$ cat src/sv/assert_macros.svh
// Assertion macros used by the palette color indexer RTL.
`ifndef ASSERT_MACROS_SVH
`define ASSERT_MACROS_SVH

`ifndef NO_ASSERTIONS
// Property must hold at every rising edge outside reset.
`define ASSERT_HOLDS(lbl, clk, rstn, prop) \
    lbl: assert property (@(posedge clk) disable iff (!rstn) prop) \
        else $error("property violated");
// Expression must never be true outside reset.
`define ASSERT_NEVER(lbl, clk, rstn, expr) \
    lbl: assert property (@(posedge clk) disable iff (!rstn) !(expr)) \
        else $error("forbidden condition seen");
`else
`define ASSERT_HOLDS(lbl, clk, rstn, prop)
`define ASSERT_NEVER(lbl, clk, rstn, expr)
`endif

`endif

$ cat src/sv/pci_pkg.sv
// Shared constants, types and helpers of the palette color indexer.
package pci_pkg;

    localparam int PALETTE_SIZE = 256;
    localparam int IDX_W        = (PALETTE_SIZE > 1) ? $clog2(PALETTE_SIZE) : 1;
    localparam int CNT_W        = $clog2(PALETTE_SIZE + 1);
    localparam int COLOR_W      = 32;
    localparam int BPP_W        = 3;
    localparam int OUT_IDX_W    = 8;
    localparam int OUT_CNT_W    = 9;

    localparam logic [BPP_W-1:0] BPP_RESET = 3'd4;
    localparam logic [BPP_W-1:0] BPP_3     = 3'd3;

    // Search token passed down the cell chain.
    typedef struct packed {
        logic               act;
        logic               found;
        logic [IDX_W-1:0]   idx;
        logic [COLOR_W-1:0] color;
    } tok_t;

    typedef enum logic {
        ST_IDLE,
        ST_SEARCH
    } ctrl_state_t;

    // Keep the low bytes that make up one source pixel.
    function automatic logic [COLOR_W-1:0] color_mask(
        input logic [COLOR_W-1:0] color,
        input logic [BPP_W-1:0]   bpp
    );
        logic [COLOR_W-1:0] res;
        res = color;
        if (bpp <= 3'd2)
            res = {16'h0000, color[15:0]};
        else if (bpp == BPP_3)
            res = {8'h00, color[23:0]};
        return res;
    endfunction

endpackage

$ cat src/sv/pci_cell.sv
// One palette entry plus one stage of the search token chain.
module pci_cell (
    input  logic                      clk,
    input  logic                      rst_n,
    input  logic [pci_pkg::IDX_W-1:0] cell_idx,
    input  logic [pci_pkg::CNT_W-1:0] count,
    input  pci_pkg::tok_t             tok_in,
    output pci_pkg::tok_t             tok_out
);
    import pci_pkg::*;

    logic [COLOR_W-1:0] entry_reg;
    logic               act_reg;
    tok_t               data_reg;
    tok_t               tok_next;
    logic               live;
    logic               hit;
    logic               wr;

    // Entries at or above the count are stale and never compared.
    assign live = tok_in.act && !tok_in.found;
    assign hit  = live && (CNT_W'(cell_idx) < count) && (entry_reg == tok_in.color);
    assign wr   = live && (CNT_W'(cell_idx) == count);

    always_comb
    begin
        tok_next = tok_in;
        if (hit)
        begin
            tok_next.found = 1'b1;
            tok_next.idx   = cell_idx;
        end
    end

    always_ff @(posedge clk or negedge rst_n)
    begin
        if (!rst_n)
            act_reg <= 1'b0;
        else
            act_reg <= tok_next.act;
    end

    always_ff @(posedge clk)
    begin
        data_reg <= tok_next;
        if (wr)
            entry_reg <= tok_in.color;
    end

    always_comb
    begin
        tok_out     = data_reg;
        tok_out.act = act_reg;
    end

endmodule

$ cat config.mk
export PLATFORM = sky130hd
export DESIGN_NAME = pci_cell
export DESIGN_NICKNAME = d
export VERILOG_FILES = /design/src/sv/assert_macros.svh /design/src/sv/pci_pkg.sv /design/src/sv/pci_cell.sv
export SDC_FILE = /design/constraint.sdc
export NUM_CORES = 1
export LEC_CHECK = 0
export ABC_AREA = 1
export BUFFER_PORTS_ARGS = -buffer_cell sky130_fd_sc_hd__buf_2
export CORE_MARGIN = 1.5
export CORE_UTILIZATION = 30
export CTS_BUF_LIST = sky130_fd_sc_hd__clkbuf_2
export DETAILED_ROUTE_END_ITERATION = 16
export GPL_ROUTABILITY_DRIVEN = 0
export GPL_TIMING_DRIVEN = 0
export SLEW_MARGIN = 5
export SYNTH_ARGS = -nofsm -noshare
export SYNTH_HDL_FRONTEND = slang
export SYNTH_SLANG_ARGS = --single-unit
$ cat constraint.sdc
create_clock -name clk -period 3.7 [get_ports clk]
set_input_delay 0.555 -clock clk [delete_from_list [all_inputs] [get_ports clk]]
set_output_delay 0.555 -clock clk [all_outputs]
set_load 0.05 [all_outputs]
* Word-level counts from Yosys, hierarchy flattened
Index checks and enable logic that the tools add are counted.
Storage, ports and cells: input port bits 61, output and inout port bits 42, register bits 74
Cells by class: magnitude comparators 1, equality and inequality tests 2, mux-type cells 1, reduce and logical (&&, ||, !) cells 5
Operators by type and width (count):
- $eq 32x32->1 | 1
- $eq 8x9->1 | 1
- $lt 8x9->1 | 1
- $mux 8 | 1
- $logic_and 1x1->1 | 4
- $logic_not 1->1 | 1

* Logic depth before layout (Yosys ltp)
Gate-level depths: netlist of the first run.
word-level depth 5, gate-level depth with buffers 12, gate-level depth less buffers 12

* Worst setup path after synthesis of the first run
No wires, ideal clock.
path type input to register, from in count[6] (netlist name), to reg entry_reg[0] (enable), setup time 513 ps, stages 5, path slack -1253 ps, data required time 3187 ps, arrival time 4440 ps, path buffers 0, cell sequence inv_1 ha_1 nand2_1 nor2_1 nor4b_1
Between the ends: word-level cells in the longest chain between the ends 2
Ends and longest elaborated chain:
- start, declared | RTL line pci_cell.sv:6 | input logic [pci_pkg::CNT_W-1:0] count,
- $eq 8x9->1 | RTL line pci_cell.sv:23 | assign wr = live && (CNT_W'(cell_idx) == count);
- $logic_and 1x1->1 | RTL line pci_cell.sv:23
- net wr | RTL line pci_cell.sv:18 | logic wr;
- end signal, assigned | RTL line pci_cell.sv:47 | entry_reg <= tok_in.color;
- end, declared | RTL line pci_cell.sv:12 | logic [COLOR_W-1:0] entry_reg;
The timed path passes the listed nets, and every way through them passes these cells. A chain may end at the register's enable or synchronous reset.

* Final worst setup path of the first run
from in cell_idx[6] (netlist name), to reg entry_reg[17] (enable)
Between the ends: word-level cells in the longest chain between the ends 2
Ends and longest elaborated chain:
- start, declared | RTL line pci_cell.sv:5 | input logic [pci_pkg::IDX_W-1:0] cell_idx,
- $eq 8x9->1 | RTL line pci_cell.sv:23
- $logic_and 1x1->1 | RTL line pci_cell.sv:23
- net wr | RTL line pci_cell.sv:18
The timed path passes the listed nets, and every way through them passes these cells.

==> flow_metrics.py, run 1 <==
metrics = {
    "status": {
        "status": "complete, no violations",
    },
    "layout": {
        "largest_reg_flops": 41,
        "nets": 538,
        "final_core_util_pct": 40.3,
        "n_antenna_cell": 0,
        "fin_cells": 607,
        "drive_above_1_share_pct": 27.8,
        "finalInstanceArea_um2": 3940,
        "syn_to_final_growth_pct": 29.9,
    },
    "worst_hold_path": {
        "hp-start": "tok_in[41]",
        "hp-class": "input port to flop",
        "worstHoldEndpoint": "act_reg",
        "whs_path_depth": 1,
    },
    "power_and_ir_drop": {
        "power.share.clock_pct": 36.7,
        "comb_power_share_pct": 12.7,
        "p_per_area_nw_per_um2": 442,
        "power_mw": 1.74,
        "ir_worst_vdd_mv": 0.175,
        "p_leak_nw": 2.11,
        "p_int_mw": 1.30,
        "sw_frac_of_total_pct": 25.4,
        "p_sw_uw": 443,
        "seqPwrFrac_pct": 50.5,
    },
    "floorplanning": {
        "dieArea_um2": 10700,
        "start_util_pct": 31.1,
        "rows": 36,
        "die_h_um": 104,
        "die_w_um": 104,
        "core-area_um2": 9770,
        "ioPinCount": 103,
    },
    "detailed_routing": {
        "vias_per_cell": 3.94,
        "drc_errors": 0,
        "drtIter0Drc": 49,
        "vias": 2394,
        "ant_nets": 0,
        "first_pass_iters": 4,
        "wirelength_um": 5900,
        "wl_per_cell_um": 9.72,
    },
    "flow_run": {
        "drv_cap": 0,
    },
    "setup_path": {
        "cp-start-kind": "input port",
        "ff2ff_path_depth": 8,
        "path_class": "input port to flop",
        "cp-startpoint": "cell_idx[6]",
        "cp.arrival_ns": 2.13,
        "crit_fanout": 14,
        "r2r_end": "tok_out[35]",
        "r2r_slack_ns": 2.25,
        "crit_path_end_kind": "flop",
        "rr_startpoint": "entry_reg[6]",
        "required_ns": 3.94,
    },
    "grt": {
        "antenna_found_initial": 0,
        "grt_pass1_wl_um": 10300,
        "grt-ovfl-total": 0,
        "grtUsageTotal_pct": 12.1,
        "grt_pass1_vias": 2332,
        "grt_max_degree": 15,
    },
    "timing": {
        "slew_violations": 0,
        "finalSetupTns_ns": 0,
        "fin_skew_ns": 0.0189,
        "timing.final.ws_setup_ns": 1.81,
        "rsz0062_at_grt": "false",
        "period_minus_slack_ns": 1.89,
        "relSlewSlack_pct": 49.2,
        "worst_pin_slew_ns": 0.758,
        "clock.fmax_mhz": 528,
        "setup_viol": 0,
        "hold-worst-slack_ns": 0.148,
        "finalHoldViolations": 0,
        "fin_crit_sh_pct": 51.2,
    },
    "clock_tree": {
        "htreeDepth": 3,
        "cts_tree": "built",
        "cts.sink_count": 74,
        "cts_made_buffers": 9,
        "root_buffer": "clkbuf_2",
        "clk_pin_slew_ns": 0.19,
        "insertion_delay_ns": 0.52,
        "cts_buffer_depth": 2,
        "post_cts_buffers": 0,
    },
    "yosys": {
        "synthTopCellsByCount": "133 x nand2_1, 72 x inv_1, 41 x dfxtp_1",
        "synth_nets": 422,
        "synthFlopType": "dfxtp_1",
        "synth_edf_count": 32,
        "yosys_warnings": 0,
        "ys_ff_latch": 74,
        "netlist_instances": 353,
        "yosys.cell_count.top_type": "nand2_1",
        "synth_top_cell_area_share_pct": 31.7,
        "ys_seq_area_share_pct": 59.5,
        "netlist_area_um2": 3040,
        "synth_largest_area_cell": "edfxtp_1",
        "synth_area_leaders": "edfxtp_1 32%, dfxtp_1 27%, nand2_1 16%",
        "ys_types": 22,
        "syn_area_per_cell_um2": 8.60,
        "async_flop_share_pct": 1.35,
    },
    "placement": {
        "dpl-instance-area_um2": 3750,
        "dp_hpwl_um": 4570,
        "portBuffers": 102,
        "place_inst": 590,
        "place_ws_ns": 1.19,
    },
}
[worst max-delay path, stage by stage]
cell     delay [ns]
buf_2          0.11
ha_1           0.29
nand2_1        0.05
nor2_1         0.17
nor4b_4        0.66
buf_6          0.28
[cell families (layout without fill, tap and decap cells)]
family                     count (synthesis)  after routing  synth area share, %
adders and majority gates                  8              8                 3.30
AOI/OAI and AO/OA                          2              2                0.330
DFF                                       74             74                 59.5
and+or+nand+nor                          185            185                 25.2
buffers and inverters                     77            198                 9.65
xor gates and xnor gates                   7              7                 2.02
[power groups by stage]
stage                     combinational [mW]  clock (mW)  sequential (mW)
after floorplan                       0.0569           0            0.985
after global placement                 0.219           0            0.898
after detailed placement               0.224           0            0.899
after CTS                              0.225       0.668            0.882
after global routing                   0.244       0.698            0.884
final                                  0.222       0.641            0.881
[what timing repair did]
item                      CTS  global route
hold endpoints to repair    1             0
gates resized for setup     0             0
hold buffers                1             0
[metal layers]
layer	GRT usage [%]	part of all wire, %	up-vias
li1	-	-	1281
met1	13.6	44	1038
met2	20.2	47	65
met3	3.90	6.4	10
met4	6.55	2.1	0
met5	0	0	-
[cells in the final DEF, fill, tap and decap left out]
| cell | instances |
|---|---|
| buf_8 | 1 |
| inv_2 | 2 |
| nor2b_1 | 1 |
| a21oi_1 | 2 |
| nand3_4 | 1 |
| dfrtp_1 | 1 |
| dfxtp_1 | 41 |
| buf_2 | 102 |
| ha_1 | 8 |
| nor4b_4 | 1 |
| nand3b_1 | 1 |
| clkbuf_2 | 10 |
| nand2_2 | 1 |
| edfxtp_1 | 32 |
| buf_6 | 1 |
| xor2_1 | 2 |
| nor2_2 | 4 |
| clkinv_1 | 3 |
| buf_4 | 1 |
| nand2_1 | 133 |
| nand3_2 | 1 |
| inv_1 | 72 |
| nand3_1 | 9 |
| clkinv_2 | 1 |
| nor2_1 | 31 |
| bufinv_16 | 4 |
| dlygate4sd3_1 | 1 |
| nor2_4 | 2 |
| xnor2_1 | 5 |
[layout make-up]
cell class / count / area (um2)
fillers: 1022 / 5830
flip-flops and latches: 74 / 1810
multi-input cells: 202 / 951
repair buffers: 105 / 547
inverters: 76 / 285
well taps: 133 / 166
clock inverters: 6 / 129
clock buffers: 10 / 50.0
plain buffers: 1 / 7.51
[how the worst max path moves through the flow]
stage / end / slack, ns
3_5_place_dp: entry_reg[29] / 1.19
4_1_cts: entry_reg[25] / 1.81
3_3_place_gp: entry_reg[26] / -0.94
6_report: entry_reg[17] / 1.81
2_1_floorplan: entry_reg[0] / 0.37
5_1_grt: entry_reg[16] / 1.73
No activity file was read; power rests on OpenSTA's default activity.
==> run 2, diff against run 1 <==
==> constraint.sdc (replaced) <==
create_clock -name clk -period 1.7 [get_ports clk]
set_input_delay 0.255 -clock clk [delete_from_list [all_inputs] [get_ports clk]]
set_output_delay 0.255 -clock clk [all_outputs]
set_load 0.05 [all_outputs]
==> run 2 against run 1 <==
Highest routed layer unchanged. Critical endpoint is now entry_reg[13]. Utilization rose by 6.5 points. Critical path depth increased by 2. The run now ends with setup timing left. Sequential share of layout area down 6.4 points. Register-to-register slack lost 2.0 ns.
==> flow_metrics.py, run 2 (synthesized netlist as in run 1, its figures left out) <==
metrics = {
    "status": {
        "status": "finished, violations left",
        "violations": "setup timing",
    },
    "layout": {
        "layout_common_cells": "131 x nand2_1, 102 x buf_2, 66 x inv_1",
        "syn_to_final_growth_pct": 50.8,
        "fill_cells": 941,
        "largest_reg_flops": 41,
        "nets": 595,
        "n_antenna_cell": 0,
        "fin_cells": 664,
        "multi_input_area_um2": 1040,
        "drive_above_1_share_pct": 29.0,
        "seqCellArea_um2": 1810,
        "final_common_cell": "nand2_1",
        "finalInstanceArea_um2": 4580,
    },
    "detailed_routing": {
        "vias_per_cell": 3.88,
        "wl_per_cell_um": 9.87,
        "vias": 2575,
        "drtIter0Drc": 106,
        "wirelength_um": 6560,
        "first_pass_iters": 4,
        "ant_nets": 0,
        "drc_errors": 0,
    },
    "grt": {
        "antenna_found_initial": 0,
        "grt_max_degree": 14,
        "grtUsageTotal_pct": 13.4,
        "grt_pass1_wl_um": 11400,
        "grt_pass1_vias": 2568,
        "grt-ovfl-total": 0,
    },
    "setup_path": {
        "path_class": "input port to flop",
        "path_cells": "dlygate4sd3_1 > buf_2 > ha_4 > nand2_2 > nor2_2 > nor4b_4 > buf_4 > buf_8",
        "cp-startpoint": "cell_idx[7]",
        "crit_fanout": 10,
        "cp-start-kind": "input port",
        "slowest_delay_ns": 0.53,
        "rr_startpoint": "entry_reg[29]",
        "crit_path_end_kind": "flop",
        "slowest_stage": "dlygate4sd3_1",
        "required_ns": 1.94,
        "cp.arrival_ns": 1.95,
    },
    "worst_hold_path": {
        "hp-start": "count[8]",
        "hp-class": "input port to flop",
    },
    "timing": {
        "setup_viol": 9,
        "worst_pin_slew_ns": 0.264,
        "slew_violations": 0,
        "clock.fmax_mhz": 583,
        "finalHoldViolations": 0,
        "rsz0062_at_grt": "false",
        "relSlewSlack_pct": 82.5,
        "fin_crit_sh_pct": 101,
        "period_minus_slack_ns": 1.72,
        "fin_skew_ns": 0.0292,
        "timing.final.ws_setup_ns": -0.0150,
    },
    "placement": {
        "place_inst": 590,
        "portBuffers": 102,
        "dpl-instance-area_um2": 3860,
        "dp_hpwl_um": 4590,
    },
    "floorplanning": {
        "die_h_um": 104,
        "die_w_um": 104,
        "ioPinCount": 103,
        "dieArea_um2": 10700,
        "core-area_um2": 9770,
        "start_util_pct": 31.1,
        "rows": 36,
    },
    "clock_tree": {
        "htreeDepth": 3,
        "cts_made_buffers": 9,
        "cts_buffer_depth": 2,
        "insertion_delay_ns": 0.51,
        "cts.sink_count": 74,
        "cts_tree": "built",
        "root_buffer": "clkbuf_2",
        "clk_pin_slew_ns": 0.19,
    },
    "power_and_ir_drop": {
        "p_per_area_nw_per_um2": 792,
        "ir_worst_vdd_mv": 0.421,
        "p_leak_nw": 2.34,
    },
    "flow_run": {
        "drv_cap": 0,
    },
}
[run 2: path summary, 6_finish.rpt]
path                                 endpoint  slack, ns  cells past startpoint
worst max register to register    tok_out[34]       0.24                      9
max in group asynchronous             act_reg       1.04                      3
worst max-delay path            entry_reg[13]      -0.02                      8
worst min register to register    tok_out[38]       0.90                      9
min in group asynchronous             act_reg       0.57                      3
worst min-delay path              tok_out[35]       0.32                      7
[run 2: worst max-delay path, delay by kind of cell]
kind	cells	cell delay (ns)
buffers and inverters	4	1.02
and+or+nand+nor	3	0.42
adders and majority gates	1	0.26
[run 2: stage by stage]
step / hold WS, ns / util [%] / TNS (ns) / total power [mW] / setup WS (ns)
floorplan: -0.0406 / - / -16.38 / 2.29 / -0.512
global placement: 0.0300 / 39.2 / -45.56 / 2.46 / -1.41
detailed placement: 0.0336 / 39.5 / -17.71 / 2.47 / -0.610
CTS: 0.222 / 46.5 / 0 / 3.68 / 0.0275
global route: 0.310 / 46.8 / 0 / 3.82 / 0.00482
finish: 0.316 / 46.8 / -0.0666 / 3.62 / -0.0150
[run 2: layout make-up]
type                    instances  area share (%)
flip-flops and latches         74            39.5
repair buffers                162            24.5
well taps                     133            3.64
clock inverters                 5            1.72
inverters                      76            6.56
plain buffers                   1           0.164
multi-input cells             202            22.7
clock buffers                  11            1.20
[run 2: power breakdown]
part / switching, mW / internal, mW / leakage [nW]
Sequential: 0.0110 / 1.91 / 0.645
Combinational: 0.374 / 0.239 / 1.61
Clock: 0.600 / 0.494 / 0.0758
[run 2: timing repair]
action | CTS | global route
gates cloned | 0 | 0
resized for setup | 0 | 2
hold buffers | 52 | 0
setup endpoints to repair | 11 | 14
pin swaps | 0 | 1
hold endpoints to repair | 75 | 0
setup buffers | 3 | 3
[run 2: metal layers]
metal | wire length (um) | vias up | part of all wire, % | track usage [%]
met2 | 3220 | 63 | 49 | 23.3
met3 | 317 | 10 | 4.8 | 4.28
met5 | 0 | - | 0 | 0
met1 | 2910 | 1111 | 44 | 15.3
met4 | 114 | 0 | 1.7 | 5.36
li1 | - | 1391 | - | -
