$ cat config.mk
export PLATFORM = sky130hd
export DESIGN_NAME = pci_ctrl
export DESIGN_NICKNAME = d
export VERILOG_FILES = /design/src/sv/pci_pkg.sv /design/src/sv/pci_ctrl.sv
export VERILOG_INCLUDE_DIRS = /design/src /design/src/sv
export SDC_FILE = /design/constraint.sdc
export NUM_CORES = 1
export LEC_CHECK = 0
export ABC_AREA = 1
export BUFFER_PORTS_ARGS = -buffer_cell sky130_fd_sc_hd__buf_2
export CORE_MARGIN = 2
export CORE_UTILIZATION = 49
export CTS_BUF_LIST = sky130_fd_sc_hd__clkbuf_2
export CTS_CLUSTER_DIAMETER = 80
export DETAILED_ROUTE_END_ITERATION = 7
export PLACE_DENSITY_LB_ADDON = 0.08
export SLEW_MARGIN = 5
export SYNTH_ARGS = -nofsm -noshare
export SYNTH_HDL_FRONTEND = slang
export SYNTH_SLANG_ARGS = --single-unit
export TNS_END_PERCENT = 20
$ cat constraint.sdc
create_clock -name clk -period 4.9 [get_ports clk]
set_clock_uncertainty 0.2 [all_clocks]
set_input_delay 0 -clock clk [delete_from_list [all_inputs] [get_ports clk]]
set_output_delay 0 -clock clk [all_outputs]
set_load 0.01 [all_outputs]
$ cat src/sv/assert_macros.svh
// Assertion macros used by the palette color indexer RTL.
`ifndef ASSERT_MACROS_SVH
`define ASSERT_MACROS_SVH

`ifndef NO_ASSERTIONS
// Property must hold at every rising edge outside reset.
`define ASSERT_HOLDS(lbl, clk, rstn, prop) \
    lbl: assert property (@(posedge clk) disable iff (!rstn) prop) \
        else $error("property violated");
// Expression must never be true outside reset.
`define ASSERT_NEVER(lbl, clk, rstn, expr) \
    lbl: assert property (@(posedge clk) disable iff (!rstn) !(expr)) \
        else $error("forbidden condition seen");
`else
`define ASSERT_HOLDS(lbl, clk, rstn, prop)
`define ASSERT_NEVER(lbl, clk, rstn, expr)
`endif

`endif

$ cat src/sv/pci_pkg.sv
// Shared constants, types and helpers of the palette color indexer.
package pci_pkg;

    localparam int PALETTE_SIZE = 256;
    localparam int IDX_W        = (PALETTE_SIZE > 1) ? $clog2(PALETTE_SIZE) : 1;
    localparam int CNT_W        = $clog2(PALETTE_SIZE + 1);
    localparam int COLOR_W      = 32;
    localparam int BPP_W        = 3;
    localparam int OUT_IDX_W    = 8;
    localparam int OUT_CNT_W    = 9;

    localparam logic [BPP_W-1:0] BPP_RESET = 3'd4;
    localparam logic [BPP_W-1:0] BPP_3     = 3'd3;

    // Search token passed down the cell chain.
    typedef struct packed {
        logic               act;
        logic               found;
        logic [IDX_W-1:0]   idx;
        logic [COLOR_W-1:0] color;
    } tok_t;

    typedef enum logic {
        ST_IDLE,
        ST_SEARCH
    } ctrl_state_t;

    // Keep the low bytes that make up one source pixel.
    function automatic logic [COLOR_W-1:0] color_mask(
        input logic [COLOR_W-1:0] color,
        input logic [BPP_W-1:0]   bpp
    );
        logic [COLOR_W-1:0] res;
        res = color;
        if (bpp <= 3'd2)
            res = {16'h0000, color[15:0]};
        else if (bpp == BPP_3)
            res = {8'h00, color[23:0]};
        return res;
    endfunction

endpackage

$ cat src/sv/pci_ctrl.sv
// Sequencer: config register, entry count, overflow flag and result registers.
`include "assert_macros.svh"
module pci_ctrl (
    input  logic                          clk,
    input  logic                          rst_n,
    input  logic                          start,
    output logic                          busy,
    input  logic [pci_pkg::COLOR_W-1:0]   pixel_color,
    input  logic                          first_pixel,
    input  logic                          cfg_write,
    input  logic [pci_pkg::BPP_W-1:0]     cfg_data,
    input  pci_pkg::tok_t                 tail,
    output pci_pkg::tok_t                 launch,
    output logic [pci_pkg::CNT_W-1:0]     count,
    output logic                          done,
    output logic [pci_pkg::OUT_IDX_W-1:0] color_index,
    output logic                          new_entry,
    output logic                          overflow,
    output logic [pci_pkg::OUT_CNT_W-1:0] palette_entries
);
    import pci_pkg::*;

    ctrl_state_t          state_reg, state_next;
    logic [BPP_W-1:0]     bpp_reg;
    logic [CNT_W-1:0]     count_reg, count_next;
    logic                 ovf_reg, ovf_next;
    logic                 launch_act_reg, launch_act_next;
    logic [COLOR_W-1:0]   launch_color_reg, launch_color_next;
    logic                 done_reg, done_next;
    logic [OUT_IDX_W-1:0] idx_reg, idx_next;
    logic                 new_reg, new_next;
    logic                 ovf_out_reg, ovf_out_next;
    logic [OUT_CNT_W-1:0] ent_reg, ent_next;
    logic                 accept;

    assign accept = start && (state_reg == ST_IDLE);

    always_comb
    begin
        state_next        = state_reg;
        count_next        = count_reg;
        ovf_next          = ovf_reg;
        launch_act_next   = 1'b0;
        launch_color_next = launch_color_reg;
        done_next         = 1'b0;
        idx_next          = idx_reg;
        new_next          = new_reg;
        ovf_out_next      = ovf_out_reg;
        ent_next          = ent_reg;
        case (state_reg)
            ST_IDLE:
            begin
                if (accept)
                begin
                    if (ovf_reg && !first_pixel)
                    begin
                        // palette frozen: answer at once
                        done_next    = 1'b1;
                        idx_next     = '0;
                        new_next     = 1'b0;
                        ovf_out_next = 1'b1;
                        ent_next     = OUT_CNT_W'(count_reg);
                    end
                    else
                    begin
                        if (first_pixel)
                            count_next = '0;
                        ovf_next          = 1'b0;
                        launch_act_next   = 1'b1;
                        launch_color_next = color_mask(pixel_color, bpp_reg);
                        state_next        = ST_SEARCH;
                    end
                end
            end
            ST_SEARCH:
            begin
                if (tail.act)
                begin
                    done_next  = 1'b1;
                    state_next = ST_IDLE;
                    if (tail.found)
                    begin
                        idx_next     = OUT_IDX_W'(tail.idx);
                        new_next     = 1'b0;
                        ovf_out_next = 1'b0;
                        ent_next     = OUT_CNT_W'(count_reg);
                    end
                    else if (count_reg < CNT_W'(PALETTE_SIZE))
                    begin
                        // the cell at the count index stored the color
                        count_next   = count_reg + 1'b1;
                        idx_next     = OUT_IDX_W'(count_reg[IDX_W-1:0]);
                        new_next     = 1'b1;
                        ovf_out_next = 1'b0;
                        ent_next     = OUT_CNT_W'(count_reg + 1'b1);
                    end
                    else
                    begin
                        ovf_next     = 1'b1;
                        idx_next     = '0;
                        new_next     = 1'b0;
                        ovf_out_next = 1'b1;
                        ent_next     = OUT_CNT_W'(count_reg);
                    end
                end
            end
            default:
                state_next = ST_IDLE;
        endcase
    end

    always_ff @(posedge clk or negedge rst_n)
    begin
        if (!rst_n)
        begin
            state_reg      <= ST_IDLE;
            bpp_reg        <= BPP_RESET;
            count_reg      <= '0;
            ovf_reg        <= 1'b0;
            launch_act_reg <= 1'b0;
            done_reg       <= 1'b0;
        end
        else
        begin
            state_reg      <= state_next;
            count_reg      <= count_next;
            ovf_reg        <= ovf_next;
            launch_act_reg <= launch_act_next;
            done_reg       <= done_next;
            if (cfg_write)
                bpp_reg <= cfg_data;
        end
    end

    always_ff @(posedge clk)
    begin
        launch_color_reg <= launch_color_next;
        idx_reg          <= idx_next;
        new_reg          <= new_next;
        ovf_out_reg      <= ovf_out_next;
        ent_reg          <= ent_next;
    end

    always_comb
    begin
        launch       = '0;
        launch.act   = launch_act_reg;
        launch.color = launch_color_reg;
    end

    assign busy            = (state_reg != ST_IDLE);
    assign count           = count_reg;
    assign done            = done_reg;
    assign color_index     = idx_reg;
    assign new_entry       = new_reg;
    assign overflow        = ovf_out_reg;
    assign palette_entries = ent_reg;

    `ASSERT_NEVER(a_tail_only_in_search, clk, rst_n, tail.act && (state_reg == ST_IDLE))
    `ASSERT_NEVER(a_new_not_ovf, clk, rst_n, done_reg && new_reg && ovf_out_reg)
    `ASSERT_HOLDS(a_new_idx_count, clk, rst_n,
        (done_reg && new_reg) |-> (ent_reg == OUT_CNT_W'(idx_reg) + 1'b1))
    `ASSERT_HOLDS(a_frozen_fast, clk, rst_n,
        (accept && ovf_reg && !first_pixel) |=> (done_reg && ovf_out_reg))
    `ASSERT_NEVER(a_count_range, clk, rst_n, count_reg > CNT_W'(PALETTE_SIZE))

endmodule

* Word-level counts from Yosys, hierarchy flattened
Cells that the tools add are included.
Storage, ports and cells: memory bits (read-only) 0, input port bits 82, memory bits (writable) 0, memories 0, bits in latches 0, flip-flop bits (word level) 67
Cells by class: equality and inequality tests 8, reduce and logical (&&, ||, !) cells 8, multiply operators 0, mux-type cells 44, div/mod/pow operators 0, shifts and indexed selects 0, magnitude comparators 2, $add $sub $neg 1, bitwise logic cells 2
Operator list (number):
- 9-bit 2-to-1 mux | 8
- 8-bit 2-to-1 mux | 5
- 9-bit case mux with 2 select lines | 2
- 1-bit 2-to-1 mux | 22
- 16-bit 2-to-1 mux | 1
- 8-bit case mux with 2 select lines | 1
- 2-bit inequality test (second input constant) | 6
- 1-bit case mux with 2 select lines | 5
- 9-bit by 1-bit adder with 9-bit output (second input constant) | 1
- 9-bit less-than comparator (second input constant) | 1
- 3-bit AND reduction | 2
- 5-bit AND reduction | 1
- 4-bit AND reduction | 1
- 3-bit by 2-bit == test with 1-bit output (second input constant) | 1
- 3-bit by 2-bit <= comparator with 1-bit output (second input constant) | 1
- 1-bit logical AND | 2
- 2-bit by 1-bit inequality test with 1-bit output (second input constant) | 1
- 1-bit NOT | 2
- 2-bit OR reduction | 1
- 1-bit zero test | 1

* Longest topological paths before layout
Gate-level depths: netlist of the first run.
depth after elaboration 5, gate-level depth with buffers 7

* Least setup slack after synthesis of the first run
OpenSTA, ideal clock, no wires.
path kind reg-to-reg, start point reg state_reg (netlist: busy), end point reg launch_color_reg[0], enable pin, buffers on the path 0, setup time 0.435 ns, stages on the path, launching flop included 4, data required time 4.265 ns, setup slack 1.958 ns, data arrival time 2.307 ns, cells stage by stage dfrtp_1 > inv_2 > nand2_1 > a21oi_1
Between the ends: word-level cells in the longest chain between the ends 3
RTL lines:
- from (decl) | line pci_ctrl.sv:23 | ctrl_state_t state_reg, state_next;
- from (signal assigned) | line pci_ctrl.sv:125 | state_reg <= state_next;
- 1-bit NOT (no source line) *
- 1-bit logical AND | line pci_ctrl.sv:36 | assign accept = start && (state_reg == ST_IDLE);
- 3-bit AND reduction (no source line) *
- to (signal assigned) | line pci_ctrl.sv:137 | launch_color_reg <= launch_color_next;
- to (decl) | line pci_ctrl.sv:28 | logic [COLOR_W-1:0] launch_color_reg, launch_color_next;
Every way passes the cells marked *; elsewhere a longest branch is shown, timed or not. A chain may end at the register's enable or synchronous reset.

* Worst setup path in the final report of the first run
start point reg state_reg (netlist: busy), end point reg ovf_reg
Between the ends: word-level cells in the longest chain between the ends 4, elaborated cells between the ends (all ways) 9
RTL lines:
- 1-bit NOT (no source line)
- 1-bit logical AND | line pci_ctrl.sv:36
- 2-bit inequality test (no source line)
- 5-bit AND reduction (no source line)
- to (signal assigned) | line pci_ctrl.sv:127 | ovf_reg <= ovf_next;
- to (decl) | line pci_ctrl.sv:26 | logic ovf_reg, ovf_next;
Parallel ways exist; a longest one is shown, timed or not.

==> reports/qor_table.md, run 1 <==
| Result | This run |
| --- | --- |
| Detailed Route Iter0 Violations | 136 |
| Final hold violation count | 0 |
| Final Routed Wirelength | 7.10 mm |
| Post-route minimum period | 2.99 ns |
| Worst Tran Pin Value | 1.06 ns |
| Combinational share of power | 0.264 |
| Post-Place Cells | 423 |
| Final setup TNS | 0 ns |
| Proportion of synthesized chip area in sequential cells | 0.689 |
| Number of diodes added for antenna fixing | 0 |
| Met1 Use GR | 0.262 |
| Clock tree from TritonCTS | yes |
| Critical-path cell list | inv_2 > o21ai_0 > nor2_1 > dlygate4sd3_1 > a21oi_1 > nor2_1 > dlygate4sd3_1 |
| Clock transition time at the flip-flop clock pins of the worst setup and hold paths | 0.18 ns |
| Beginning of the critical path | busy$_DFF_PN0_ |
| Pwr per Cell Area | 367 mW/mm2 |
| Horiz. Die Dim | 79.7 um |
| Number of unique standard cell types used by synthesis | 27 |
| Depth of the worst hold-timing path | 2 |
| Wire length of the first global-routing pass | 11.0 mm |
| Share of post-route cells with drive strength above 1 | 0.335 |
| Setup repair after global routing missed its margin | no |
| Number of antenna violations at the first check in global routing | 0 |
| Synthesized instance count | 244 |
| Startpoint of the tightest hold check path | pixel_color[0] |
| Worst slew margin relative to its limit | 0.292 |
| Sequential Power Share | 0.507 |
| Most common cell after layout, fill and taps aside | buf_2 |
| Number of nets still failing antenna checks after routing | 0 |
| Multi-input gate area in the final layout | 683 um2 |
| Top cell type by total area after synthesis | edfxtp_1 |
| Routability Congestion | 0.781 |
| Gr ovfl total | 0 |
| Cts bufs inserted | 9 |
| Net Sw Frac | 0.310 |
| Maximum achievable frequency | 335 MHz |
| R2r setup slk | 1.91 ns |
| Global routing usage summed across all routing layers | 0.237 |
| Area growth, synth to finish | 53.8% |
| Flops & latches, synth | 67 |
| # IOs | 154 |
| Path category of the worst min-delay check | in -> reg |
| Met2 GRT Util | 0.422 |
| Die area | 0.00635 mm2 |
| Area contributors post-synth | edfxtp_1 (55%), dfrtp_1 (13%), nand2_1 (6.8%) |
| Vias in the first global route | 2341 |
| Worst path top cell family by delay | buffers and inverters |
| Capture point of the worst reg-to-reg path | ovf_reg$_DFFE_PN0P_ |
| Routed vias | 2442 |
| Total area of sequential cells | 0.00193 mm2 |
| Post-route insts no fill | 517 |
| Cell area after technology mapping | 0.00281 mm2 |
| Length of the first detailed-routing pass in iterations | 4 |
| Global routing's busiest layer | met2 |
| Clock insertion delay at the later pin of the skew report | 0.48 ns |
| Floorplan row count | 27 |
| DRC | 0 |
| Period utilisation layout | 0.609 |
| Most used cells in the layout excluding fill and tap cells | buf_2 (112), dlygate4sd3_1 (78), nand2_1 (51), edfxtp_1 (51), inv_1 (26) |
| NetSw | 0.000492 W |
| Wire length per cell | 13.7 um |
| CP max stage cell | dfrtp_1 |
| Ys Warns | 0 |
| Nature of the critical path endpoint | flip-flop |
| Arrival time at the worst endpoint | 3.18 ns |
| Net count reported at finish | 524 |
| Number of slew-limit violations in the final report | 0 |
| CTS Root Cell | clkbuf_2 |
| Number of flip-flops in the largest register | 32 |
| CP startpoint kind | flip-flop |
| Core outline area | 0.00551 mm2 |
| FF-to-FF path depth | 7 |
| Effective utilization at floorplan | 0.510 |
| Highest net fanout along the worst path | 22 |
| Portion of synthesized cell area occupied by the leading cell type | 0.546 |
| Combined buffer and inverter count along the critical path | 3 |
| H-tree lvl count | 3 |
| Post-CTS setup-driven buffer insertion count | 0 |
| Sinks on Clock Net | 67 |
| GR met3 Demand/Resource | 0.0622 |
| Post-detail-place hpwl | 4.18 mm |
| Average instance area after synthesis | 11.5 um2 |
| Final setup violating endpoints | 0 |
| Pin count of the biggest net entering global routing | 35 |
| Reg-to-Reg Start | busy$_DFF_PN0_ |
| Maximum ir drop on the vdd rail | 273 uV |
| Die Ht | 79.7 um |
| Leakage Power | 2.01 nW |
| Via density per instance | 4.72 |
| Fill cell instance count of the final layout | 357 |
| Port-buffer cells | 112 |
| Worst setup path class | reg -> reg |
| Endpoint required time on the critical path | 5.10 ns |
| Internal power | 0.00109 W |
| Number of max-capacitance violations reported | 0 |
| Run status | completed |
| CP max stage delay | 0.77 ns |
| Destination of the worst hold path | launch_color_reg[0]$_DFFE_PP_ |
| Clock network power share | 0.229 |
| Maximum buffer depth of the clock tree | 2 |
==> worst max path at each step <==
stage                                          endpoint  slack, ns  cells after the start
after floorplan           launch_color_reg[0]$_DFFE_PP_       1.96                      3
after CTS                           ovf_reg$_DFFE_PN0P_       1.91                      7
final                               ovf_reg$_DFFE_PN0P_       1.91                      7
after detailed placement  launch_color_reg[8]$_DFFE_PP_       2.48                      3
after global placement    launch_color_reg[4]$_DFFE_PP_       2.49                      3
after global routing                ovf_reg$_DFFE_PN0P_       1.70                      7
==> cell type report <==
cell class | instances | area share
Clock buffer | 9 | 0.0104
Clock inverter | 7 | 0.0212
Inverter | 33 | 0.0287
Multi-Input combinational cell | 138 | 0.158
Sequential cell | 67 | 0.448
Tap cell | 72 | 0.0209
Timing Repair Buffer | 191 | 0.313
==> power by group through the flow <==
stage / combinational [W] / sequential, W / clock (W)
detailed placement: 0.000334 / 0.000813 / 0
global route: 0.000462 / 0.000816 / 0.000391
CTS: 0.000412 / 0.000799 / 0.000373
finish: 0.000418 / 0.000804 / 0.000364
floorplan: 0.000165 / 0.000848 / 0
global placement: 0.000330 / 0.000809 / 0
==> stage by stage <==
| stage | hold slack (ns) | power (W) | instance area (um2) | setup WS [ns] | util |
|---|---|---|---|---|---|
| after global routing | 0.00145 | 0.00167 | 4320 | 1.70 | 0.784 |
| final | 0.0331 | 0.00159 | 4320 | 1.91 | 0.784 |
| after CTS | 0.00267 | 0.00158 | 4320 | 1.91 | 0.784 |
| after floorplan | -0.496 | 0.00101 | 2840 | 1.96 | - |
| after detailed placement | -0.277 | 0.00115 | 3400 | 2.48 | 0.617 |
| after global placement | -0.271 | 0.00114 | 3400 | 2.49 | 0.617 |
==> worst register-to-register path, delay by kind of cell (launching register included) <==
kind	cells	cell delay, ns
compound gates	2	0.43
flops	1	0.77
simple gates	2	0.13
buf+inv	3	1.36
==> synth_stat cells (all sizes together) <==
library cell and instances:
nand4 5, dfstp 1, a21boi 1, inv 33, edfxtp 51, a22o 1, nor3 1, o21ai 27
ha 2, buf 14, a21oi 5, nand3b 1, conb 1, nand3 11, nor2 18, dfrtp 15
nand2 54, mux2 3
==> logic make-up (layout without fill, tap and decap cells) <==
group,Yosys count,after routing,synth area share
compound gates,34,34,0.0642
buf+inv,47,240,0.0825
flops,67,67,0.689
simple gates,90,90,0.142
fa+ha+maj,2,2,0.00892
other cells,1,9,0.00134
mux,3,3,0.0120
==> routing by layer <==
metal	vias up	routed length, um	share of wire
li1	1196	-	-
met3	14	544	0.077
met4	0	132	0.019
met2	100	3650	0.51
met5	-	0	0
met1	1132	2770	0.39
==> what timing repair did <==
action / in CTS / in global routing
hold buffers: 78 / 0
resized for setup: 0 / 0
hold endpoints to repair: 134 / 0
(Power assumes the default switching activity.)
==> inputs of run 2 (changes only) <==
--- a/config.mk
+++ b/config.mk
@@ -6,10 +6,10 @@
 export SDC_FILE = /design/constraint.sdc
 export NUM_CORES = 1
 export LEC_CHECK = 0
-export ABC_AREA = 1
+export ABC_AREA = 0
 export BUFFER_PORTS_ARGS = -buffer_cell sky130_fd_sc_hd__buf_2
 export CORE_MARGIN = 2
-export CORE_UTILIZATION = 49
+export CORE_UTILIZATION = 41
 export CTS_BUF_LIST = sky130_fd_sc_hd__clkbuf_2
 export CTS_CLUSTER_DIAMETER = 80
 export DETAILED_ROUTE_END_ITERATION = 7
==> constraint.sdc (replaced) <==
create_clock -name clk -period 2.6 [get_ports clk]
set_clock_uncertainty 0.2 [all_clocks]
set_input_delay 0 -clock clk [delete_from_list [all_inputs] [get_ports clk]]
set_output_delay 0 -clock clk [all_outputs]
set_load 0.01 [all_outputs]
==> reports/qor_table.md, run 2 <==
| Result | This run | Change |
| --- | --- | --- |
| Run status | completed |  |
| Area growth, synth to finish | 51.2% |  |
| Gr ovfl total | 0 | unchanged |
| Leakage Power | 1.91 nW | -5.1% |
| Final Routed Wirelength | 6.86 mm | -3.4% |
| Pin count of the biggest net entering global routing | 35 | unchanged |
| Horiz. Die Dim | 86.7 um | +8.9% |
| Most common cell after layout, fill and taps aside | buf_2 |  |
| Routability Congestion | 0.864 | +11% |
| Nature of the critical path endpoint | flip-flop |  |
| Reg-to-Reg Start | busy$_DFF_PN0_ |  |
| Beginning of the critical path | busy$_DFF_PN0_ |  |
| Detail Route met3 WL | 303 um | -44% |
| Portion of synthesized cell area occupied by the leading cell type | 0.546 | unchanged |
| Clock tree from TritonCTS | yes |  |
| CTS Root Cell | clkbuf_2 |  |
| Cell area after technology mapping | 0.00281 mm2 | unchanged |
| Library cell with the highest instance count after synthesis | edfxtp_1 |  |
| Net Sw Frac | 0.320 | +0.00938 |
| Port-buffer cells | 112 | unchanged |
| Fill cell instance count of the final layout | 546 | +53% |
| CP max stage cell | dfrtp_1 |  |
| Maximum ir drop on the vdd rail | 414 uV | +52% |
| Maximum buffer depth of the clock tree | 2 | unchanged |
| Endpoint required time on the critical path | 2.79 ns | -2.31 ns |
| Pwr per Cell Area | 699 mW/mm2 | +90% |
| CP startpoint kind | flip-flop |  |
| Core utilization of the finished layout | 0.632 | -0.152 |
| Share of async-settable or async-resettable flops after synthesis | 0.239 | unchanged |
| Sum of met2 wire segment lengths after detailed routing | 3.48 mm | -4.7% |
| Wire length of the first global-routing pass | 10.6 mm | -3.9% |
| Area contributors post-synth | edfxtp_1 (55%), dfrtp_1 (13%), nand2_1 (3.1%) |  |
| Worst Tran Pin Value | 0.742 ns | -0.317 ns |
| Vias in the first global route | 2207 | -5.7% |
| # IOs | 154 | unchanged |
| Average instance area after synthesis | 13.3 um2 | +16% |
| Sinks on Clock Net | 67 | unchanged |
| Global routing usage summed across all routing layers | 0.188 | -0.0488 |
| Startpoint of the tightest hold check path | pixel_color[5] |  |
| Number of max-capacitance violations reported | 0 | unchanged |
| Post-route insts no fill | 483 | -6.6% |
| Detailed Route Iter0 Violations | 106 | -22% |
| Number of antenna violations at the first check in global routing | 0 | unchanged |
| Number of flip-flops in the largest register | 32 | unchanged |
| Clock network power share | 0.197 | -0.032 |
| Number of diodes added for antenna fixing | 0 | unchanged |
| Period utilisation layout | 0.868 | +0.258 |
| Ys Warns | 0 | unchanged |
| Clock transition time at the flip-flop clock pins of the worst setup and hold paths | 0.17 ns | about the same |
| DRC | 0 | unchanged |
| Number of nets still failing antenna checks after routing | 0 | unchanged |
| Post-route minimum period | 2.26 ns | -0.729 ns |
| Critical-path cell list | buf_4 > nand2b_1 > nor2_1 > nand3_1 > o21ai_0 > dlygate4sd3_1 |  |
| Number of slew-limit violations in the final report | 0 | unchanged |
| Effective utilization at floorplan | 0.418 | -0.0920 |
| Post-Place Cells | 397 | -6.1% |
| Proportion of synthesized chip area in sequential cells | 0.689 | unchanged |
| Wire length per cell | 14.2 um | +3.5% |
| Post-placement cell area | 0.00344 mm2 | +1.2% |
| Floorplan row count | 30 | +11% |
| NetSw | 0.000948 W | +93% |
| Via density per instance | 4.67 | -1.2% |
| Die area | 0.00752 mm2 | +18% |
| Most instantiated flip-flop cell in the synthesis netlist | edfxtp_1 |  |
| CP max stage delay | 0.57 ns | -0.20 ns |
| Number of unique standard cell types used by synthesis | 39 | +44% |
| Post-detail-place hpwl | 4.23 mm | +1.4% |
| Clock insertion delay at the later pin of the skew report | 0.46 ns | -0.02 ns |
| Maximum achievable frequency | 443 MHz | +32% |
| Flops & latches, synth | 67 | unchanged |
| Highest net fanout along the worst path | 11 | -50% |
| Worst setup path class | reg -> reg |  |
| Sequential Power Share | 0.527 | +0.020 |
| Core outline area | 0.00672 mm2 | +22% |
| Most numerous cell types in the synthesized netlist | edfxtp_1 (51), nand2_1 (23), dfrtp_1 (15) |  |
| Path category of the worst min-delay check | in -> reg |  |
| Net count reported at finish | 482 | -8.0% |
| Routed vias | 2255 | -7.7% |
| Final setup violating endpoints | 0 | unchanged |
| Final hold violation count | 0 | unchanged |
| Number of flops mapped to enable cells by yosys | 51 | unchanged |
| Internal power | 0.00202 W | +85% |
| Most used cells in the layout excluding fill and tap cells | buf_2 (112), dlygate4sd3_1 (70), edfxtp_1 (51) |  |
| Arrival time at the worst endpoint | 2.45 ns | -0.73 ns |
| Combinational share of power | 0.275 | +0.011 |
| Cts bufs inserted | 9 | unchanged |
| Final setup TNS | 0 ns | unchanged |
| Worst slew margin relative to its limit | 0.504 | +0.211 |
| Highest routing layer actually used | met4 |  |
| Wire length on met1 | 2.96 mm | +7.0% |
| Post-layout instance area | 0.00424 mm2 | -1.7% |
| Die Ht | 86.7 um | +8.9% |
| H-tree lvl count | 3 | unchanged |
| Sum of internal, switching and leakage power | 0.00297 W | +87% |
| Setup repair after global routing missed its margin | no |  |
| Post-cts gate resize count | 0 | unchanged |
| Synthesized instance count | 211 | -14% |
| Length of the first detailed-routing pass in iterations | 4 | unchanged |
| Share of post-route cells with drive strength above 1 | 0.355 | +0.0200 |
| Top cell type by total area after synthesis | edfxtp_1 |  |
==> run 2: power by group through the flow <==
stage | Combinational, W | Clock (W) | Sequential [W]
after floorplan | 0.000372 | 0 | 0.00162
after global placement | 0.000726 | 0 | 0.00158
after CTS | 0.000822 | 0.000607 | 0.00156
final | 0.000816 | 0.000585 | 0.00156
after detailed placement | 0.000734 | 0 | 0.00159
after global routing | 0.000908 | 0.000649 | 0.00159
==> run 2: final timing paths <==
kind                                            endpoint  slack, ns  depth (start not counted)
setup / recovery                    count[8]$_DFFE_PN0P_       0.34                          6
hold / removal             launch_color_reg[5]$_DFFE_PP_       0.07                          2
setup reg to reg                    count[8]$_DFFE_PN0P_       0.34                          6
hold reg to reg                      ovf_reg$_DFFE_PN0P_       0.38                          2
max in group asynchronous           count[3]$_DFFE_PN0P_       0.67                          4
min in group asynchronous         bpp_reg[2]$_DFFE_PN1P_       0.36                          3
==> run 2: cell type report <==
| class | instances | area [um2] | area share |
|---|---|---|---|
| flip-flops and latches | 67 | 1930 | 0.455 |
| repair buffers | 188 | 1320 | 0.311 |
| multi-input cells | 128 | 773 | 0.182 |
| well taps | 80 | 100 | 0.0236 |
| clock buffers | 12 | 60.1 | 0.0142 |
| clock inverters | 4 | 43.8 | 0.0103 |
| inverters | 4 | 15.0 | 0.00354 |
==> run 2: kinds of logic (layout without fill, tap and decap cells) <==
logic type,after synthesis,after routing,synth area share
multiplexers,8,8,0.0303
XOR/XNOR,6,6,0.0187
buffers and inverters,24,208,0.0464
flip-flops,67,67,0.689
adder cells (fa/ha/maj),2,2,0.00892
other,1,9,0.00134
AO/OA/AOI/OAI,28,28,0.0629
AND/OR/NAND/NOR,75,75,0.143
==> run 2: through the flow <==
| stage | setup slack, ns | hold slack [ns] |
|---|---|---|
| finish | 0.344 | 0.0732 |
| global route | 0.231 | 0.0177 |
| CTS | 0.402 | 0.00831 |
| detailed placement | 0.753 | -0.253 |
| global placement | 0.759 | -0.245 |
| floorplan | 0.347 | -0.496 |
==> run 2: critical path, delay by kind of cell, from the launching register on <==
family                 cells  cell delay (ns)
AND/OR/NAND/NOR            3             0.42
buffers and inverters      2             0.81
flip-flops                 1             0.57
AO/OA/AOI/OAI              1             0.18
==> run 2: what timing repair did <==
item | 4_1_cts | 5_1_grt
buffers inserted | 0 | 0
hold buffers | 69 | 1
endpoints found under the hold margin | 124 | 1
==> run 2: layer usage <==
layer  up-vias  GRT usage
met1      1049      0.235
met4         0     0.0866
met3        13     0.0419
li1       1117          -
met5         -          0
met2        76      0.310
==> inputs of run 3 (changes only) <==
--- a/config.mk
+++ b/config.mk
@@ -14,6 +14,7 @@
 export CTS_CLUSTER_DIAMETER = 80
 export DETAILED_ROUTE_END_ITERATION = 7
 export PLACE_DENSITY_LB_ADDON = 0.08
+export RECOVER_POWER = 25
 export SLEW_MARGIN = 5
 export SYNTH_ARGS = -nofsm -noshare
 export SYNTH_HDL_FRONTEND = slang
==> reports/qor_table.md, run 3 (synthesized netlist as in run 2, its figures left out) <==
| Result | This run | Change |
| --- | --- | --- |
| Run status | completed |  |
| Highest net fanout along the worst path | 7 | -4 |
| H-tree lvl count | 3 | unchanged |
| Pin count of the biggest net entering global routing | 35 | unchanged |
| # IOs | 154 | unchanged |
| Clock insertion delay at the later pin of the skew report | 0.45 ns | about the same |
| Maximum achievable frequency | 446 MHz | +0.52% |
| Final Routed Wirelength | 6.83 mm | -0.45% |
| Most used cells in the layout excluding fill and tap cells | buf_2 (87), dlygate4sd3_1 (70), edfxtp_1 (51) |  |
| Effective utilization at floorplan | 0.418 | unchanged |
| Wire length per cell | 14.1 um | -0.45% |
| Maximum ir drop on the vdd rail | 411 uV | -0.73% |
| Gr ovfl total | 0 | unchanged |
| Final setup violating endpoints | 0 | unchanged |
| Port-buffer cells | 112 | unchanged |
| Post-cts gate resize count | 0 | unchanged |
| FF-to-FF path depth | 5 | -1 |
| Post-detail-place hpwl | 4.23 mm | unchanged |
| Routed vias | 2261 | +0.27% |
| Post-CTS setup-driven buffer insertion count | 0 | unchanged |
| Leakage Power | 1.83 nW | -4.1% |
| Endpoint required time on the critical path | 2.79 ns | about the same |
| Destination of the worst hold path | launch_color_reg[5]$_DFFE_PP_ |  |
| Wire length of the first global-routing pass | 10.6 mm | unchanged |
| Most common cell after layout, fill and taps aside | buf_2 |  |
| Worst slew margin relative to its limit | 0.509 | +0.00521 |
| DRC | 0 | unchanged |
| Post-Place Cells | 397 | unchanged |
| Global routing usage summed across all routing layers | 0.188 | unchanged |
| Clock tree from TritonCTS | yes |  |
| Post-route insts no fill | 483 | unchanged |
| Die area | 0.00752 mm2 | unchanged |
| Pwr per Cell Area | 699 mW/mm2 | about the same |
| Number of antenna violations at the first check in global routing | 0 | unchanged |
| Setup repair after global routing missed its margin | no |  |
| Multi-input gate area in the final layout | 773 um2 | unchanged |
| Post-route minimum period | 2.24 ns | -0.0117 ns |
| Routability Congestion | 0.864 | unchanged |
| R2r setup slk | 0.36 ns | about the same |
| Cts bufs inserted | 9 | unchanged |
| Length of the first detailed-routing pass in iterations | 4 | unchanged |
| Arrival time at the worst endpoint | 2.43 ns | -0.02 ns |
| Vias in the first global route | 2207 | unchanged |
| Startpoint of the tightest hold check path | pixel_color[5] |  |
| Total area of sequential cells | 0.00193 mm2 | unchanged |
| Via density per instance | 4.68 | +0.27% |
| Capture point of the worst reg-to-reg path | count[8]$_DFFE_PN0P_ |  |
| Number of nets still failing antenna checks after routing | 0 | unchanged |
| Nature of the critical path endpoint | flip-flop |  |
| Share of post-route cells with drive strength above 1 | 0.290 | -0.0645 |
| Number of flip-flops in the largest register | 32 | unchanged |
| Final hold violation count | 0 | unchanged |
| Core outline area | 0.00672 mm2 | unchanged |
| Die Ht | 86.7 um | unchanged |
| Sinks on Clock Net | 67 | unchanged |
| Number of slew-limit violations in the final report | 0 | unchanged |
| Fill cell instance count of the final layout | 567 | +3.8% |
| Worst setup path class | reg -> reg |  |
| CP startpoint kind | flip-flop |  |
| Net count reported at finish | 482 | unchanged |
| Number of max-capacitance violations reported | 0 | unchanged |
| Number of diodes added for antenna fixing | 0 | unchanged |
| Path category of the worst min-delay check | in -> reg |  |
| Floorplan row count | 30 | unchanged |
| Depth of the worst hold-timing path | 2 | unchanged |
| Detailed Route Iter0 Violations | 104 | -1.9% |
| Final setup TNS | 0 ns | unchanged |
| Period utilisation layout | 0.863 | -0.00448 |
| Maximum buffer depth of the clock tree | 2 | unchanged |
| Clock transition time at the flip-flop clock pins of the worst setup and hold paths | 0.17 ns | about the same |
| CTS Root Cell | clkbuf_2 |  |
| Reg-to-Reg Start | count[1]$_DFFE_PN0P_ |  |
| Horiz. Die Dim | 86.7 um | unchanged |
| Area growth, synth to finish | 50.1% |  |
| Worst Tran Pin Value | 0.734 ns | -0.00780 ns |
[run 3: cell count changes in the layout (fill, tap and decap cells not counted), sizes merged]
cell	change
buf	-25
clkbuf	+25
[run 3: timing repair]
item / 4_1_cts / 5_1_grt
setup endpoints to repair: 0 / 0
hold endpoints to repair: 124 / 1
hold buffers: 69 / 1
[run 3: metal layers]
metal	wire length, um	up-vias	global-route usage
li1	-	1116	-
met1	2890	1051	0.235
met2	3460	81	0.310
met3	368	13	0.0419
met4	114	0	0.0866
met5	0	-	0
[run 3: worst max path at each step]
stage,to,slack (ns),startpoint,cells past startpoint
2_1_floorplan,color_index[0]$_SDFFCE_PN0P_,0.35,busy$_DFF_PN0_,4
3_3_place_gp,count[7]$_DFFE_PN0P_,0.76,count[2]$_DFFE_PN0P_,4
3_5_place_dp,count[7]$_DFFE_PN0P_,0.75,count[3]$_DFFE_PN0P_,4
4_1_cts,count[8]$_DFFE_PN0P_,0.40,count[1]$_DFFE_PN0P_,5
5_1_grt,count[8]$_DFFE_PN0P_,0.23,busy$_DFF_PN0_,6
6_report,count[8]$_DFFE_PN0P_,0.36,count[1]$_DFFE_PN0P_,5
[run 3: power by group]
| group | switching [W] | leakage, nW | internal, W |
|---|---|---|---|
| logic | 0.000433 | 1.07 | 0.000363 |
| clock network | 0.000352 | 0.0734 | 0.000229 |
| registers | 0.000159 | 0.690 | 0.00141 |
| total | 0.000944 | 1.83 | 0.00200 |
[run 3: per-stage QoR]
stage                      util  total power (W)  hold WS (ns)  worst slack [ns]  area [um2]
after CTS                 0.630          0.00299       0.00831             0.402        4230
after global placement    0.512          0.00231        -0.245             0.759        3440
after global routing      0.627          0.00313        0.0178             0.232        4210
after floorplan               -          0.00200        -0.496             0.347        2840
final                     0.627          0.00294        0.0728             0.356        4210
after detailed placement  0.512          0.00232        -0.253             0.753        3440
[run 3: critical path, stage by stage (launching register included)]
cell and delay [ns]:
dfrtp_1 0.56, ha_1 0.27, and4_2 0.28, nand3_1 0.12, o21ai_0 0.18, dlygate4sd3_1 0.57
[run 3: area by class of cell]
cell class / count / area share
multi-input cells: 128 / 0.184
clock buffers: 12 / 0.0143
clock inverters: 4 / 0.0104
well taps: 80 / 0.0238
flip-flops and latches: 67 / 0.459
inverters: 4 / 0.00356
repair buffers: 188 / 0.306
